**src/hw/rtl/vtbp_pkg.sv**
```systemverilog
// ---------------------------------------------------------------------------
// Vector terminal byte parser package
// Shared types, byte codes and result kinds for the parser core.
// ---------------------------------------------------------------------------
package vtbp_pkg;

  localparam int QUEUE_DEPTH_DEFAULT = 4;

  // Result kinds.
  localparam logic [3:0] KIND_LINE   = 4'd0;
  localparam logic [3:0] KIND_MOVE   = 4'd1;
  localparam logic [3:0] KIND_DOT    = 4'd2;
  localparam logic [3:0] KIND_CHAR   = 4'd3;
  localparam logic [3:0] KIND_HIDE   = 4'd4;
  localparam logic [3:0] KIND_TOGGLE = 4'd5;
  localparam logic [3:0] KIND_STYLE  = 4'd6;
  localparam logic [3:0] KIND_CLEAR  = 4'd7;
  localparam logic [3:0] KIND_HOST   = 4'd8;

  // Host byte codes.
  localparam logic [7:0] CC_ENQ    = 8'd5;
  localparam logic [7:0] CC_BEL    = 8'd7;
  localparam logic [7:0] CC_LF     = 8'd10;
  localparam logic [7:0] CC_FF     = 8'd12;
  localparam logic [7:0] CC_CR     = 8'd13;
  localparam logic [7:0] CC_ETB    = 8'd23;
  localparam logic [7:0] CC_SUB    = 8'd26;
  localparam logic [7:0] CC_ESC    = 8'd27;
  localparam logic [7:0] CC_FS     = 8'd28;
  localparam logic [7:0] CC_GS     = 8'd29;
  localparam logic [7:0] CC_RS     = 8'd30;
  localparam logic [7:0] CC_US     = 8'd31;
  localparam logic [7:0] CC_SPACE  = 8'd32;
  localparam logic [7:0] CC_HIGH   = 8'd128;
  localparam logic [7:0] ESC_SOLID = 8'd96;
  localparam logic [7:0] ESC_DOT   = 8'd97;
  localparam logic [7:0] ESC_DDASH = 8'd98;
  localparam logic [7:0] ESC_DASH  = 8'd99;
  localparam logic [7:0] REPLY_TAG = 8'hbb;

  // Crosshair row scaling: y = (768 - row) * 1.0156, rounding up from .5078.
  localparam logic [9:0]  ROW_MAX     = 10'd767;
  localparam logic [9:0]  ROW_SPAN    = 10'd768;
  localparam logic [13:0] SCALE_NUM   = 14'd10156;
  localparam logic [13:0] SCALE_DEN   = 14'd10000;
  localparam logic [12:0] ROUND_AT    = 13'd5078;
  localparam logic [12:0] RECIP       = 13'd6711;
  localparam int          RECIP_SHIFT = 26;

  // Result steps a command may ask for, in emission order.
  localparam int         NUM_STEPS     = 11;
  localparam logic [3:0] STEP_HIDE_PRE = 4'd0;
  localparam logic [3:0] STEP_MAIN     = 4'd1;
  localparam logic [3:0] STEP_HIDE_POST= 4'd2;
  localparam logic [3:0] STEP_TOGGLE   = 4'd3;
  localparam logic [3:0] STEP_LEAD     = 4'd4;
  localparam logic [3:0] STEP_TAG      = 4'd5;
  localparam logic [3:0] STEP_COL_HI   = 4'd6;
  localparam logic [3:0] STEP_COL_LO   = 4'd7;
  localparam logic [3:0] STEP_Y_HI     = 4'd8;
  localparam logic [3:0] STEP_Y_LO     = 4'd9;
  localparam logic [3:0] STEP_CR       = 4'd10;

  typedef struct packed {
    logic [7:0] rx_byte;
    logic [9:0] cross_col;
    logic [9:0] cross_row;
  } in_item_t;

  typedef struct packed {
    logic [3:0]  kind;
    logic [11:0] from_x;
    logic [11:0] from_y;
    logic [11:0] to_x;
    logic [11:0] to_y;
    logic [7:0]  value;
    logic        last;
  } out_item_t;

  typedef struct packed {
    logic [NUM_STEPS-1:0] steps;
    logic [3:0]           kind;
    logic [11:0]          from_x;
    logic [11:0]          from_y;
    logic [11:0]          to_x;
    logic [11:0]          to_y;
    logic [7:0]           value;
    logic [9:0]           col;
    logic [9:0]           row_dist;
  } cmd_t;

  typedef struct packed {
    logic full;
    logic empty;
  } queue_status_t;

endpackage

```
**src/hw/rtl/vtbp_front.sv**
```systemverilog
// ---------------------------------------------------------------------------
// Vector terminal byte parser front end
// Tracks the parser modes and coordinate bytes and turns each host byte
// into at most one command for the back end.
// ---------------------------------------------------------------------------
module vtbp_front (
  input  logic               clk,
  input  logic               rst,
  input  logic               accept,
  input  vtbp_pkg::in_item_t item,
  input  logic               report_mode,
  output logic               push,
  output vtbp_pkg::cmd_t     cmd
);

  logic        escape_pending, bypass, point_mode, graph_mode;
  logic        new_entity, crosshair_on, low_y_seen;
  logic [2:0]  byte_position;
  logic [4:0]  hi_x, hi_y, lo_y;
  logic [3:0]  extra_bits;
  logic [11:0] pen_x, pen_y;

  logic        escape_pending_next, bypass_next, point_mode_next, graph_mode_next;
  logic        new_entity_next, crosshair_on_next, low_y_seen_next;
  logic [2:0]  byte_position_next;
  logic [4:0]  hi_x_next, hi_y_next, lo_y_next;
  logic [3:0]  extra_bits_next;
  logic [11:0] pen_x_next, pen_y_next;

  logic [7:0]  c;
  logic [2:0]  bp_inc;
  logic [11:0] new_x, new_y;
  logic [9:0]  row_clamped;
  vtbp_pkg::cmd_t cmd_w;

  assign c           = item.rx_byte;
  assign bp_inc      = (byte_position == 3'd7) ? 3'd7 : byte_position + 3'd1;
  assign new_x       = {hi_x, c[4:0], extra_bits[1:0]};
  assign new_y       = {hi_y, lo_y, extra_bits[3:2]};
  assign row_clamped = (item.cross_row > vtbp_pkg::ROW_MAX) ? vtbp_pkg::ROW_MAX
                                                           : item.cross_row;

  always_comb begin
    escape_pending_next = escape_pending;
    bypass_next         = bypass;
    point_mode_next     = point_mode;
    graph_mode_next     = graph_mode;
    new_entity_next     = new_entity;
    crosshair_on_next   = crosshair_on;
    low_y_seen_next     = low_y_seen;
    byte_position_next  = byte_position;
    hi_x_next           = hi_x;
    hi_y_next           = hi_y;
    lo_y_next           = lo_y;
    extra_bits_next     = extra_bits;
    pen_x_next          = pen_x;
    pen_y_next          = pen_y;

    cmd_w          = '0;
    cmd_w.col      = item.cross_col;
    cmd_w.row_dist = vtbp_pkg::ROW_SPAN - row_clamped;

    if (escape_pending) begin
      escape_pending_next = 1'b0;
      case (c)
        vtbp_pkg::ESC_SOLID: begin
          cmd_w.steps[vtbp_pkg::STEP_MAIN] = 1'b1;
          cmd_w.kind  = vtbp_pkg::KIND_STYLE;
          cmd_w.value = 8'd0;
        end
        vtbp_pkg::ESC_DASH: begin
          cmd_w.steps[vtbp_pkg::STEP_MAIN] = 1'b1;
          cmd_w.kind  = vtbp_pkg::KIND_STYLE;
          cmd_w.value = 8'd1;
        end
        vtbp_pkg::ESC_DOT: begin
          cmd_w.steps[vtbp_pkg::STEP_MAIN] = 1'b1;
          cmd_w.kind  = vtbp_pkg::KIND_STYLE;
          cmd_w.value = 8'd4;
        end
        vtbp_pkg::ESC_DDASH: begin
          cmd_w.steps[vtbp_pkg::STEP_MAIN] = 1'b1;
          cmd_w.kind  = vtbp_pkg::KIND_STYLE;
          cmd_w.value = 8'd2;
        end
        vtbp_pkg::CC_FF: begin
          cmd_w.steps[vtbp_pkg::STEP_MAIN]      = 1'b1;
          cmd_w.steps[vtbp_pkg::STEP_HIDE_POST] = crosshair_on;
          cmd_w.kind      = vtbp_pkg::KIND_CLEAR;
          graph_mode_next = 1'b0;
          bypass_next     = 1'b0;
          point_mode_next = 1'b0;
          pen_x_next      = 12'd0;
          pen_y_next      = 12'd9;
        end
        vtbp_pkg::CC_SUB: begin
          cmd_w.steps[vtbp_pkg::STEP_MAIN] = 1'b1;
          cmd_w.kind        = vtbp_pkg::KIND_TOGGLE;
          bypass_next       = 1'b1;
          crosshair_on_next = 1'b1;
          point_mode_next   = 1'b0;
          graph_mode_next   = 1'b0;
          if (report_mode) begin
            // Show, hide again and report at once.
            cmd_w.steps[vtbp_pkg::STEP_HIDE_POST] = 1'b1;
            cmd_w.steps[vtbp_pkg::STEP_TOGGLE]    = 1'b1;
            cmd_w.steps[vtbp_pkg::STEP_CR:vtbp_pkg::STEP_TAG] = '1;
            bypass_next       = 1'b0;
            crosshair_on_next = 1'b0;
          end
        end
        vtbp_pkg::CC_ENQ: begin
          if (!crosshair_on) begin
            cmd_w.steps[vtbp_pkg::STEP_LEAD] = 1'b1;
            cmd_w.steps[vtbp_pkg::STEP_CR]   = 1'b1;
          end else begin
            cmd_w.steps[vtbp_pkg::STEP_LEAD] = !report_mode;
            cmd_w.steps[vtbp_pkg::STEP_CR:vtbp_pkg::STEP_TAG] = '1;
          end
        end
        vtbp_pkg::CC_ETB: begin
          bypass_next = 1'b0;
          cmd_w.steps[vtbp_pkg::STEP_HIDE_PRE] = crosshair_on;
        end
        default: begin
        end
      endcase
    end else if (c == vtbp_pkg::CC_ESC) begin
      escape_pending_next = 1'b1;
    end else if (c < vtbp_pkg::CC_SPACE) begin
      case (c)
        vtbp_pkg::CC_CR: begin
          bypass_next     = 1'b0;
          point_mode_next = 1'b0;
          graph_mode_next = 1'b0;
          cmd_w.steps[vtbp_pkg::STEP_HIDE_PRE] = crosshair_on;
          cmd_w.steps[vtbp_pkg::STEP_MAIN]     = 1'b1;
          cmd_w.kind  = vtbp_pkg::KIND_CHAR;
          cmd_w.value = c;
        end
        vtbp_pkg::CC_US: begin
          bypass_next     = 1'b0;
          point_mode_next = 1'b0;
          graph_mode_next = 1'b0;
          cmd_w.steps[vtbp_pkg::STEP_HIDE_PRE] = crosshair_on;
        end
        vtbp_pkg::CC_BEL: begin
          bypass_next = 1'b0;
          cmd_w.steps[vtbp_pkg::STEP_HIDE_PRE] = crosshair_on;
          cmd_w.steps[vtbp_pkg::STEP_MAIN]     = 1'b1;
          cmd_w.kind  = vtbp_pkg::KIND_CHAR;
          cmd_w.value = c;
        end
        default: begin
          if (!bypass) begin
            if (c == vtbp_pkg::CC_FS) begin
              graph_mode_next = 1'b1;
              point_mode_next = 1'b1;
            end else if (c == vtbp_pkg::CC_RS) begin
              graph_mode_next = 1'b0;
            end else if (c == vtbp_pkg::CC_GS) begin
              graph_mode_next = 1'b1;
              new_entity_next = 1'b1;
            end else if (c == vtbp_pkg::CC_LF) begin
              cmd_w.steps[vtbp_pkg::STEP_MAIN] = 1'b1;
              cmd_w.kind  = vtbp_pkg::KIND_CHAR;
              cmd_w.value = c;
            end
          end
        end
      endcase
    end else if (c < vtbp_pkg::CC_HIGH) begin
      if (!bypass) begin
        if (point_mode || graph_mode) begin
          byte_position_next = bp_inc;
          if (c[6]) begin
            if (!c[5]) begin
              // Low-x byte: the coordinate is complete.
              low_y_seen_next = 1'b0;
              cmd_w.steps[vtbp_pkg::STEP_MAIN] = 1'b1;
              cmd_w.to_x = new_x;
              cmd_w.to_y = new_y;
              if (point_mode) begin
                cmd_w.kind = vtbp_pkg::KIND_DOT;
              end else if (!new_entity) begin
                cmd_w.kind   = vtbp_pkg::KIND_LINE;
                cmd_w.from_x = pen_x;
                cmd_w.from_y = pen_y;
              end else begin
                cmd_w.kind      = vtbp_pkg::KIND_MOVE;
                new_entity_next = 1'b0;
              end
              pen_x_next         = new_x;
              pen_y_next         = new_y;
              byte_position_next = 3'd0;
            end else begin
              // A second low-y byte turns the earlier one into the extra byte.
              byte_position_next = 3'd2;
              if (low_y_seen) extra_bits_next = lo_y[3:0];
              lo_y_next       = c[4:0];
              low_y_seen_next = 1'b1;
            end
          end else if (bp_inc == 3'd1) begin
            hi_y_next = c[4:0];
          end else begin
            hi_x_next = c[4:0];
          end
        end else begin
          cmd_w.steps[vtbp_pkg::STEP_MAIN] = 1'b1;
          cmd_w.kind  = vtbp_pkg::KIND_CHAR;
          cmd_w.value = c;
        end
      end
    end
  end

  assign cmd  = cmd_w;
  assign push = accept && (|cmd_w.steps);

  always_ff @(posedge clk) begin
    if (rst) begin
      escape_pending <= 1'b0;
      bypass         <= 1'b0;
      point_mode     <= 1'b0;
      graph_mode     <= 1'b0;
      new_entity     <= 1'b0;
      crosshair_on   <= 1'b0;
      low_y_seen     <= 1'b0;
      byte_position  <= 3'd0;
      hi_x           <= 5'd0;
      hi_y           <= 5'd0;
      lo_y           <= 5'd0;
      extra_bits     <= 4'd0;
      pen_x          <= 12'd0;
      pen_y          <= 12'd0;
    end else if (accept) begin
      escape_pending <= escape_pending_next;
      bypass         <= bypass_next;
      point_mode     <= point_mode_next;
      graph_mode     <= graph_mode_next;
      new_entity     <= new_entity_next;
      crosshair_on   <= crosshair_on_next;
      low_y_seen     <= low_y_seen_next;
      byte_position  <= byte_position_next;
      hi_x           <= hi_x_next;
      hi_y           <= hi_y_next;
      lo_y           <= lo_y_next;
      extra_bits     <= extra_bits_next;
      pen_x          <= pen_x_next;
      pen_y          <= pen_y_next;
    end
  end

endmodule

```
**src/hw/rtl/vtbp_queue.sv**
```systemverilog
// ---------------------------------------------------------------------------
// Vector terminal byte parser command queue
// Small first-in first-out store between the front and back ends.
// ---------------------------------------------------------------------------
module vtbp_queue #(
  parameter int DEPTH = vtbp_pkg::QUEUE_DEPTH_DEFAULT
) (
  input  logic                    clk,
  input  logic                    rst,
  input  logic                    push,
  input  vtbp_pkg::cmd_t          push_cmd,
  input  logic                    pop,
  output vtbp_pkg::cmd_t          head,
  output vtbp_pkg::queue_status_t status
);

  localparam int PTR_W = (DEPTH > 1) ? $clog2(DEPTH) : 1;
  localparam int CNT_W = $clog2(DEPTH + 1);
  localparam logic [PTR_W-1:0] LAST_PTR = PTR_W'(DEPTH - 1);
  localparam logic [CNT_W-1:0] FULL_CNT = CNT_W'(DEPTH);

  vtbp_pkg::cmd_t   entries [DEPTH];
  logic [PTR_W-1:0] wr_ptr, rd_ptr;
  logic [CNT_W-1:0] count;

  assign head         = entries[rd_ptr];
  assign status.full  = (count == FULL_CNT);
  assign status.empty = (count == '0);

  always_ff @(posedge clk) begin
    if (push) entries[wr_ptr] <= push_cmd;
  end

  always_ff @(posedge clk) begin
    if (rst) begin
      wr_ptr <= '0;
      rd_ptr <= '0;
      count  <= '0;
    end else begin
      if (push) wr_ptr <= (wr_ptr == LAST_PTR) ? '0 : wr_ptr + 1'b1;
      if (pop)  rd_ptr <= (rd_ptr == LAST_PTR) ? '0 : rd_ptr + 1'b1;
      if (push && !pop)      count <= count + 1'b1;
      else if (pop && !push) count <= count - 1'b1;
    end
  end

endmodule

```
**src/hw/rtl/vtbp_scale.sv**
```systemverilog
// ---------------------------------------------------------------------------
// Vector terminal byte parser row scaler
// Three-stage pipeline giving row_dist * 1.0156, rounded up from .5078, for crosshair reports.
// ---------------------------------------------------------------------------
module vtbp_scale (
  input  logic       clk,
  input  logic [9:0] row_dist,
  output logic [9:0] y
);

  logic [22:0] prod, prod_d;
  logic [9:0]  q_est;
  logic [35:0] recip_prod;
  logic [23:0] q_times_den;
  logic [23:0] rem;
  logic [23:0] rem_up;
  logic        neg;
  logic        round_up;

  assign recip_prod  = 36'(prod) * 36'(vtbp_pkg::RECIP);
  assign q_times_den = 24'(q_est) * 24'(vtbp_pkg::SCALE_DEN);
  assign rem         = {1'b0, prod_d} - q_times_den;
  assign rem_up      = rem + 24'(vtbp_pkg::SCALE_DEN);
  assign neg         = rem[23];

  // The reciprocal estimate is never low and at most one too high.
  always_comb begin
    if (neg) begin
      round_up = rem_up >= {11'd0, vtbp_pkg::ROUND_AT};
    end else begin
      round_up = rem >= {11'd0, vtbp_pkg::ROUND_AT};
    end
  end

  always_ff @(posedge clk) begin
    prod   <= 23'(24'(row_dist) * 24'(vtbp_pkg::SCALE_NUM));
    prod_d <= prod;
    q_est  <= recip_prod[vtbp_pkg::RECIP_SHIFT +: 10];
    y      <= q_est - 10'(neg) + 10'(round_up);
  end

endmodule

```
**src/hw/rtl/vtbp_back.sv**
```systemverilog
// ---------------------------------------------------------------------------
// Vector terminal byte parser back end
// Takes commands from the queue and emits their result items one a cycle while out_stall is low.
// ---------------------------------------------------------------------------
module vtbp_back (
  input  logic                    clk,
  input  logic                    rst,
  input  vtbp_pkg::cmd_t          head,
  input  vtbp_pkg::queue_status_t q_status,
  output logic                    pop,
  output logic                    busy,
  output logic                    out_valid,
  input  logic                    out_stall,
  output vtbp_pkg::out_item_t     out_data
);

  vtbp_pkg::cmd_t                 cur;
  logic [vtbp_pkg::NUM_STEPS-1:0] pending;
  logic [vtbp_pkg::NUM_STEPS-1:0] lowest, rest;
  logic [3:0]                     step;
  logic [1:0]                     y_cnt;
  logic [9:0]                     y;
  logic                           y_ok, needs_y, fire, done;
  vtbp_pkg::out_item_t            item;

  vtbp_scale u_scale (
    .clk      (clk),
    .row_dist (cur.row_dist),
    .y        (y)
  );

  assign lowest = pending & (~pending + 1'b1);
  assign rest   = pending & ~lowest;
  assign busy   = |pending;

  always_comb begin
    step = vtbp_pkg::STEP_HIDE_PRE;
    for (int i = 0; i < vtbp_pkg::NUM_STEPS; i++) begin
      if (lowest[i]) step = 4'(i);
    end
  end

  assign y_ok      = (y_cnt == 2'd3);
  assign needs_y   = (step == vtbp_pkg::STEP_Y_HI) || (step == vtbp_pkg::STEP_Y_LO);
  assign out_valid = busy && (!needs_y || y_ok);
  assign fire      = out_valid && !out_stall;
  assign done      = !busy || (fire && (rest == '0));
  assign pop       = done && !q_status.empty;

  always_comb begin
    item      = '0;
    item.kind = vtbp_pkg::KIND_HOST;
    case (step)
      vtbp_pkg::STEP_HIDE_PRE,
      vtbp_pkg::STEP_HIDE_POST: item.kind = vtbp_pkg::KIND_HIDE;
      vtbp_pkg::STEP_MAIN: begin
        item.kind   = cur.kind;
        item.from_x = cur.from_x;
        item.from_y = cur.from_y;
        item.to_x   = cur.to_x;
        item.to_y   = cur.to_y;
        item.value  = cur.value;
      end
      vtbp_pkg::STEP_TOGGLE: item.kind  = vtbp_pkg::KIND_TOGGLE;
      vtbp_pkg::STEP_LEAD:   item.value = vtbp_pkg::CC_GS;
      vtbp_pkg::STEP_TAG:    item.value = vtbp_pkg::REPLY_TAG;
      vtbp_pkg::STEP_COL_HI: item.value = {3'b001, cur.col[9:5]};
      vtbp_pkg::STEP_COL_LO: item.value = {3'b001, cur.col[4:0]};
      vtbp_pkg::STEP_Y_HI:   item.value = {3'b001, y[9:5]};
      vtbp_pkg::STEP_Y_LO:   item.value = {3'b001, y[4:0]};
      vtbp_pkg::STEP_CR:     item.value = vtbp_pkg::CC_CR;
      default:               item.value = 8'd0;
    endcase
    item.last = (rest == '0);
  end

  assign out_data = item;

  always_ff @(posedge clk) begin
    if (pop) cur <= head;
  end

  always_ff @(posedge clk) begin
    if (rst) begin
      pending <= '0;
      y_cnt   <= 2'd0;
    end else begin
      if (pop) begin
        pending <= head.steps;
      end else if (fire) begin
        pending <= rest;
      end
      // The counter holds back the row bytes until the scaler has the new command's row.
      if (pop) begin
        y_cnt <= 2'd0;
      end else if (!y_ok) begin
        y_cnt <= y_cnt + 2'd1;
      end
    end
  end

endmodule

```
**src/hw/rtl/vector_terminal_byte_parser_core.sv**
```systemverilog
// ---------------------------------------------------------------------------
// Vector terminal byte parser core
// Parses host bytes of a vector graphics terminal into drawing events and
// crosshair reply bytes.
// ---------------------------------------------------------------------------
// Throughput: one host byte a cycle while the command queue has room; results
// leave at one a cycle while out_stall is low.
// Path: a byte's command is registered in the queue and then in the back end's
// current-command register before its first result is valid; the row scaler's delay
// is hidden behind the reply bytes that precede the row.
// Reset: synchronous rst clears all parser modes, the pen, the queue and the
// report mode; the block accepts bytes in the first cycle after reset.
module vector_terminal_byte_parser_core #(
  parameter int QUEUE_DEPTH = vtbp_pkg::QUEUE_DEPTH_DEFAULT
) (
  input  logic                clk,
  input  logic                rst,
  input  logic                in_valid,
  output logic                in_stall,
  input  vtbp_pkg::in_item_t  in_data,
  output logic                out_valid,
  input  logic                out_stall,
  output vtbp_pkg::out_item_t out_data,
  input  logic                cfg_valid,
  output logic                cfg_ready,
  input  logic                cfg_data
);

  logic                    report_mode;
  logic                    accept, q_push, q_pop, back_busy;
  vtbp_pkg::cmd_t          push_cmd, head;
  vtbp_pkg::queue_status_t q_status;

  assign cfg_ready = 1'b1;
  assign in_stall  = q_status.full;
  assign accept    = in_valid && !in_stall;

  always_ff @(posedge clk) begin
    if (rst) begin
      report_mode <= 1'b0;
    end else if (cfg_valid && cfg_ready) begin
      report_mode <= cfg_data;
    end
  end

  vtbp_front u_front (
    .clk         (clk),
    .rst         (rst),
    .accept      (accept),
    .item        (in_data),
    .report_mode (report_mode),
    .push        (q_push),
    .cmd         (push_cmd)
  );

  vtbp_queue #(
    .DEPTH (QUEUE_DEPTH)
  ) u_queue (
    .clk      (clk),
    .rst      (rst),
    .push     (q_push),
    .push_cmd (push_cmd),
    .pop      (q_pop),
    .head     (head),
    .status   (q_status)
  );

  vtbp_back u_back (
    .clk       (clk),
    .rst       (rst),
    .head      (head),
    .q_status  (q_status),
    .pop       (q_pop),
    .busy      (back_busy),
    .out_valid (out_valid),
    .out_stall (out_stall),
    .out_data  (out_data)
  );

  // A byte with results is waiting or being worked on in the next cycle.
  a_push_lands: assert property (@(posedge clk) disable iff (rst)
    q_push |=> (!q_status.empty || back_busy))
    else $error("pushed command lost between front and back end");

  // Output stops after the final result when nothing else is queued.
  a_last_stops: assert property (@(posedge clk) disable iff (rst)
    (out_valid && !out_stall && out_data.last && q_status.empty && !q_push)
      |=> !out_valid)
    else $error("result shown after the last one of the final command");

  // The back end never pops an empty queue.
  a_no_empty_pop: assert property (@(posedge clk) disable iff (rst)
    q_pop |-> !q_status.empty)
    else $error("command popped from an empty queue");

endmodule

```
**config.mk**
```make
export PLATFORM = sky130hd
export DESIGN_NAME = vector_terminal_byte_parser_core
export DESIGN_NICKNAME = d
export VERILOG_FILES = /design/src/hw/rtl/vtbp_pkg.sv /design/src/hw/rtl/vtbp_front.sv /design/src/hw/rtl/vtbp_queue.sv /design/src/hw/rtl/vtbp_scale.sv /design/src/hw/rtl/vtbp_back.sv /design/src/hw/rtl/vector_terminal_byte_parser_core.sv
export SDC_FILE = /design/constraint.sdc
export NUM_CORES = 1
export LEC_CHECK = 0
export ABC_CLOCK_PERIOD_IN_PS = 6900
export BUFFER_PORTS_ARGS = -buffer_cell sky130_fd_sc_hd__buf_2
export CELL_PAD_IN_SITES_DETAIL_PLACEMENT = 1
export CELL_PAD_IN_SITES_GLOBAL_PLACEMENT = 2
export CORE_ASPECT_RATIO = 1.75
export CORE_MARGIN = 2
export CORE_UTILIZATION = 41
export CTS_CLUSTER_DIAMETER = 60
export CTS_CLUSTER_SIZE = 30
export DETAILED_ROUTE_END_ITERATION = 12
export PLACE_DENSITY_LB_ADDON = 0.1
export SLEW_MARGIN = 20
export SYNTH_ARGS = -nofsm -noshare
export SYNTH_HDL_FRONTEND = slang
export SYNTH_SLANG_ARGS = --single-unit
export TNS_END_PERCENT = 10
```
**constraint.sdc**
```tcl
create_clock -name clk -period 6.9 [get_ports clk]
set_input_delay 1.38 -clock clk [delete_from_list [all_inputs] [get_ports clk]]
set_output_delay 1.38 -clock clk [all_outputs]
set_load 0.01 [all_outputs]
```
==> flow_summary.yaml <==
die:
  dieArea_um2: 77500
  starting_density_of_the_core: 0.412
  placement_rows: 133
  die-height_um: 367
  pin_count: 98
  core_area_um2: 74900
  fp.dieW_um: 211
clock_tree:
  numCtsBuffers: 31
  cts_tree: "done"
  ctsHtreeMaxLevel: 1
  cts.reportedPaths.clkPinSlew_ps: 100
  tritoncts_num_sinks: 560
  cts.root.buffer_cell: "clkbuf_16"
  post_cts_hold_fix_bufs: 0
  max_clock_buf_depth: 3
  worst_skew_pair.late_latency_ps: 630
yosys:
  yosys_most_used_dff: "edfxtp_1"
  avgSynthCellArea_um2: 13.1
  netlist.top_cell.by_area: "edfxtp_1"
  number_of_synthesis_warnings: 0
  mappedNetlistArea_um2: 30800
  number_of_distinct_standard_cells_referenced_by_the_synthesized_netlist: 84
  syn_inst: 2353
  asyncSetResetFlopFracSynth: 0
  ys_ff_latch: 560
  number_of_synthesized_flops_with_an_enable_pin: 423
  synth_top_cell_area_share: 0.412
  yosysSeqAreaShare: 0.501
  ys_top_cells_by_area: "edfxtp_1 (41%), ha_1 (11%), fa_1 (10%)"
critical_path:
  timing.critical_path.required_ps: 7420
  timing.critical_path.slowest_cell_delay_ps: 550
  timing.rr.start: "u_back.u_scale.q_est[5]"
  critPathArrivalTime_ps: 7440
  criticalPathCategory: "reg -> reg"
  rrSetupSlack_ps: -20
  cp_max_fo: 3
  cpLargestDelayFamily: "adder cells"
  worst_setup_path_end_kind: "flip-flop"
  crit-reg2reg-capture: "u_back.u_scale.y[8]"
  timing.critical_path.from_type: "flip-flop"
  path_buf_inv: 9
  critPathMostFrequentCell: "inv_2"
  slowest_stage_cell_on_the_critical_path: "fa_1"
  depth_of_the_worst_register_to_register_path: 39
timing:
  timing.fmax_mhz: 144
  timing.final.crit_period_ps: 6920
  pin_slew_with_the_least_headroom_to_its_limit_ps: 996
  timing.final.max_slew_violations: 0
  postLayoutSetupSlackWorst_ps: -21.4
  rsz_0062_raised_after_global_routing: "yes"
  relSlewSlack: 0.334
  min_period_over_period: 1.00
  fin_setup_tns_ps: -30.7
  clock_skew_ps: 27.0
  timing_hold_violations_final: 0
  setup_viol: 2
place:
  detailed_place_hpwl_um: 61200
  dp_slack_ps: -646
  gp_congestion: 0.847
  post-place-cells: 3422
  port_buffers: 96
global_route:
  first_global_vias: 21500
  track_usage: 0.214
  global_route_wire_length_before_repair_um: 124000
  grt_start_max_net_pins: 53
  number_of_antenna_violations_at_the_first_check_in_global_routing: 9
  overflow: 0
route:
  drt_iter0_drc: 737
  vias_per_cell: 5.32
  wl_per_cell_um: 22.9
  antenna_left: 0
  drc_errors: 0
  drt_wl_total_um: 79900
  vias: 18600
  length_of_the_first_detailed_routing_pass_in_iterations: 5
final_layout:
  most_common_cell_after_layout_fill_and_taps_aside: "edfxtp_1"
  finalNonFillerCells: 3493
  most-common-layout-cells: "edfxtp_1 (423), inv_1 (306), ha_1 (244)"
  final.fill_count: 7678
  area.growth.synth_to_final_pct: 12.7
  nets: 2981
  final_layout_size_suffix_gt1_frac: 0.179
status:
  violations: "setup timing"
  outcome: "finished with violations"
min_path:
  min_delay_path_depth: 0
  endpoint_of_the_worst_hold_path: "u_back.u_scale.prod_d[20]"
  min_from: "u_back.u_scale.prod[20]"
  holdCritPathClass: "reg -> reg"
flow_run:
  maxCapViolations: 0
[cells in the mapped netlist, drive strengths merged (7+ instances only)]
library cell / number
a21o: 15
dfxtp: 137
a211oi: 13
nor2b: 10
nand2b: 12
a21oi: 109
nor4: 7
xor2: 32
or2: 11
o21ai: 41
a22oi: 10
or3: 7
nor2: 138
nor3b: 25
nand2: 67
nand4: 15
and3: 12
mux2i: 25
buf: 26
clkbuf: 45
inv: 322
o211ai: 10
fa: 159
o21bai: 12
a31oi: 12
mux4: 86
o21a: 13
edfxtp: 423
nand3: 30
ha: 265
and2: 109
xnor2: 38
nor3: 44
[worst max-delay path by stage]
stage	startpoint	to	slack, ps	cells after the start
4_1_cts	u_back.u_scale.q_est[5]	u_back.u_scale.y[8]	-6	39
2_1_floorplan	u_back.u_scale.q_est[6]	u_back.u_scale.y[8]	-230	38
6_report	u_back.u_scale.q_est[5]	u_back.u_scale.y[8]	-20	39
5_1_grt	u_back.u_scale.q_est[5]	u_back.u_scale.y[8]	-340	38
3_5_place_dp	u_back.u_scale.q_est[3]	u_back.u_scale.y[8]	-650	38
3_3_place_gp	u_back.u_scale.q_est[3]	u_back.u_scale.y[8]	-540	38
[timing repair]
item,in CTS,in global routing
pin swaps,40,7
buffers inserted,14,0
setup endpoints to repair,7,6
gates resized for setup,58,21
[layer usage]
metal	vias to the layer above	global-route usage	wire [um]
li1	8645	-	-
met4	10	0.116	5060
met2	273	0.432	46400
met3	168	0.0233	2150
met1	9500	0.204	26200
met5	-	0	65
[cells by family (layout without fill, tap and decap cells)]
| logic type | Yosys count | after routing | share of synthesized area |
|---|---|---|---|
| AO/OA/AOI/OAI | 289 | 289 | 0.0605 |
| XOR/XNOR | 71 | 71 | 0.0213 |
| adder cells (fa/ha/maj) | 425 | 425 | 0.211 |
| buffers and inverters | 393 | 584 | 0.0489 |
| flip-flops | 560 | 560 | 0.501 |
| multiplexers | 111 | 111 | 0.0709 |
| other | 2 | 6 | 0.000244 |
| AND/OR/NAND/NOR | 502 | 502 | 0.0861 |
[flip-flops by register name (all words and copies together) (netlist names), 2 cells and up, named ones only]
signal                 flops
u_queue.count              3
u_queue.entries          344
u_back.u_scale.q_est      10
u_back.pending            11
u_queue.wr_ptr             2
u_front.pen_x             12
u_queue.rd_ptr             2
u_back.y_cnt               2
u_back.cur                79
u_front.hi_x               5
u_back.u_scale.prod_d     20
u_front.byte_position      3
u_front.extra_bits         4
u_back.u_scale.y          10
u_back.u_scale.prod       21
u_front.pen_y             12
u_front.hi_y               5
u_front.lo_y               5
[final cells by class]
cell class,instances,area (um^2),area share
repair buffers,205,1350,0.0389
multi-input cells,1403,14400,0.414
clock inverters,20,333,0.00958
clock buffers,37,830,0.0239
diodes,1,2.50,0.0000720
flip-flops and latches,560,15500,0.445
inverters,322,1210,0.0348
well taps,945,1180,0.0340
[through the flow]
step	hold WS [ps]	cell area (um^2)	utilization
floorplan	371	30900	-
global placement	456	33100	0.442
detailed placement	458	33100	0.442
CTS	468	34600	0.462
global route	462	34700	0.464
finish	458	34700	0.464
Power is not shown: default switching activity piles up to over one toggle a cycle in this logic, so the estimate is an artifact.
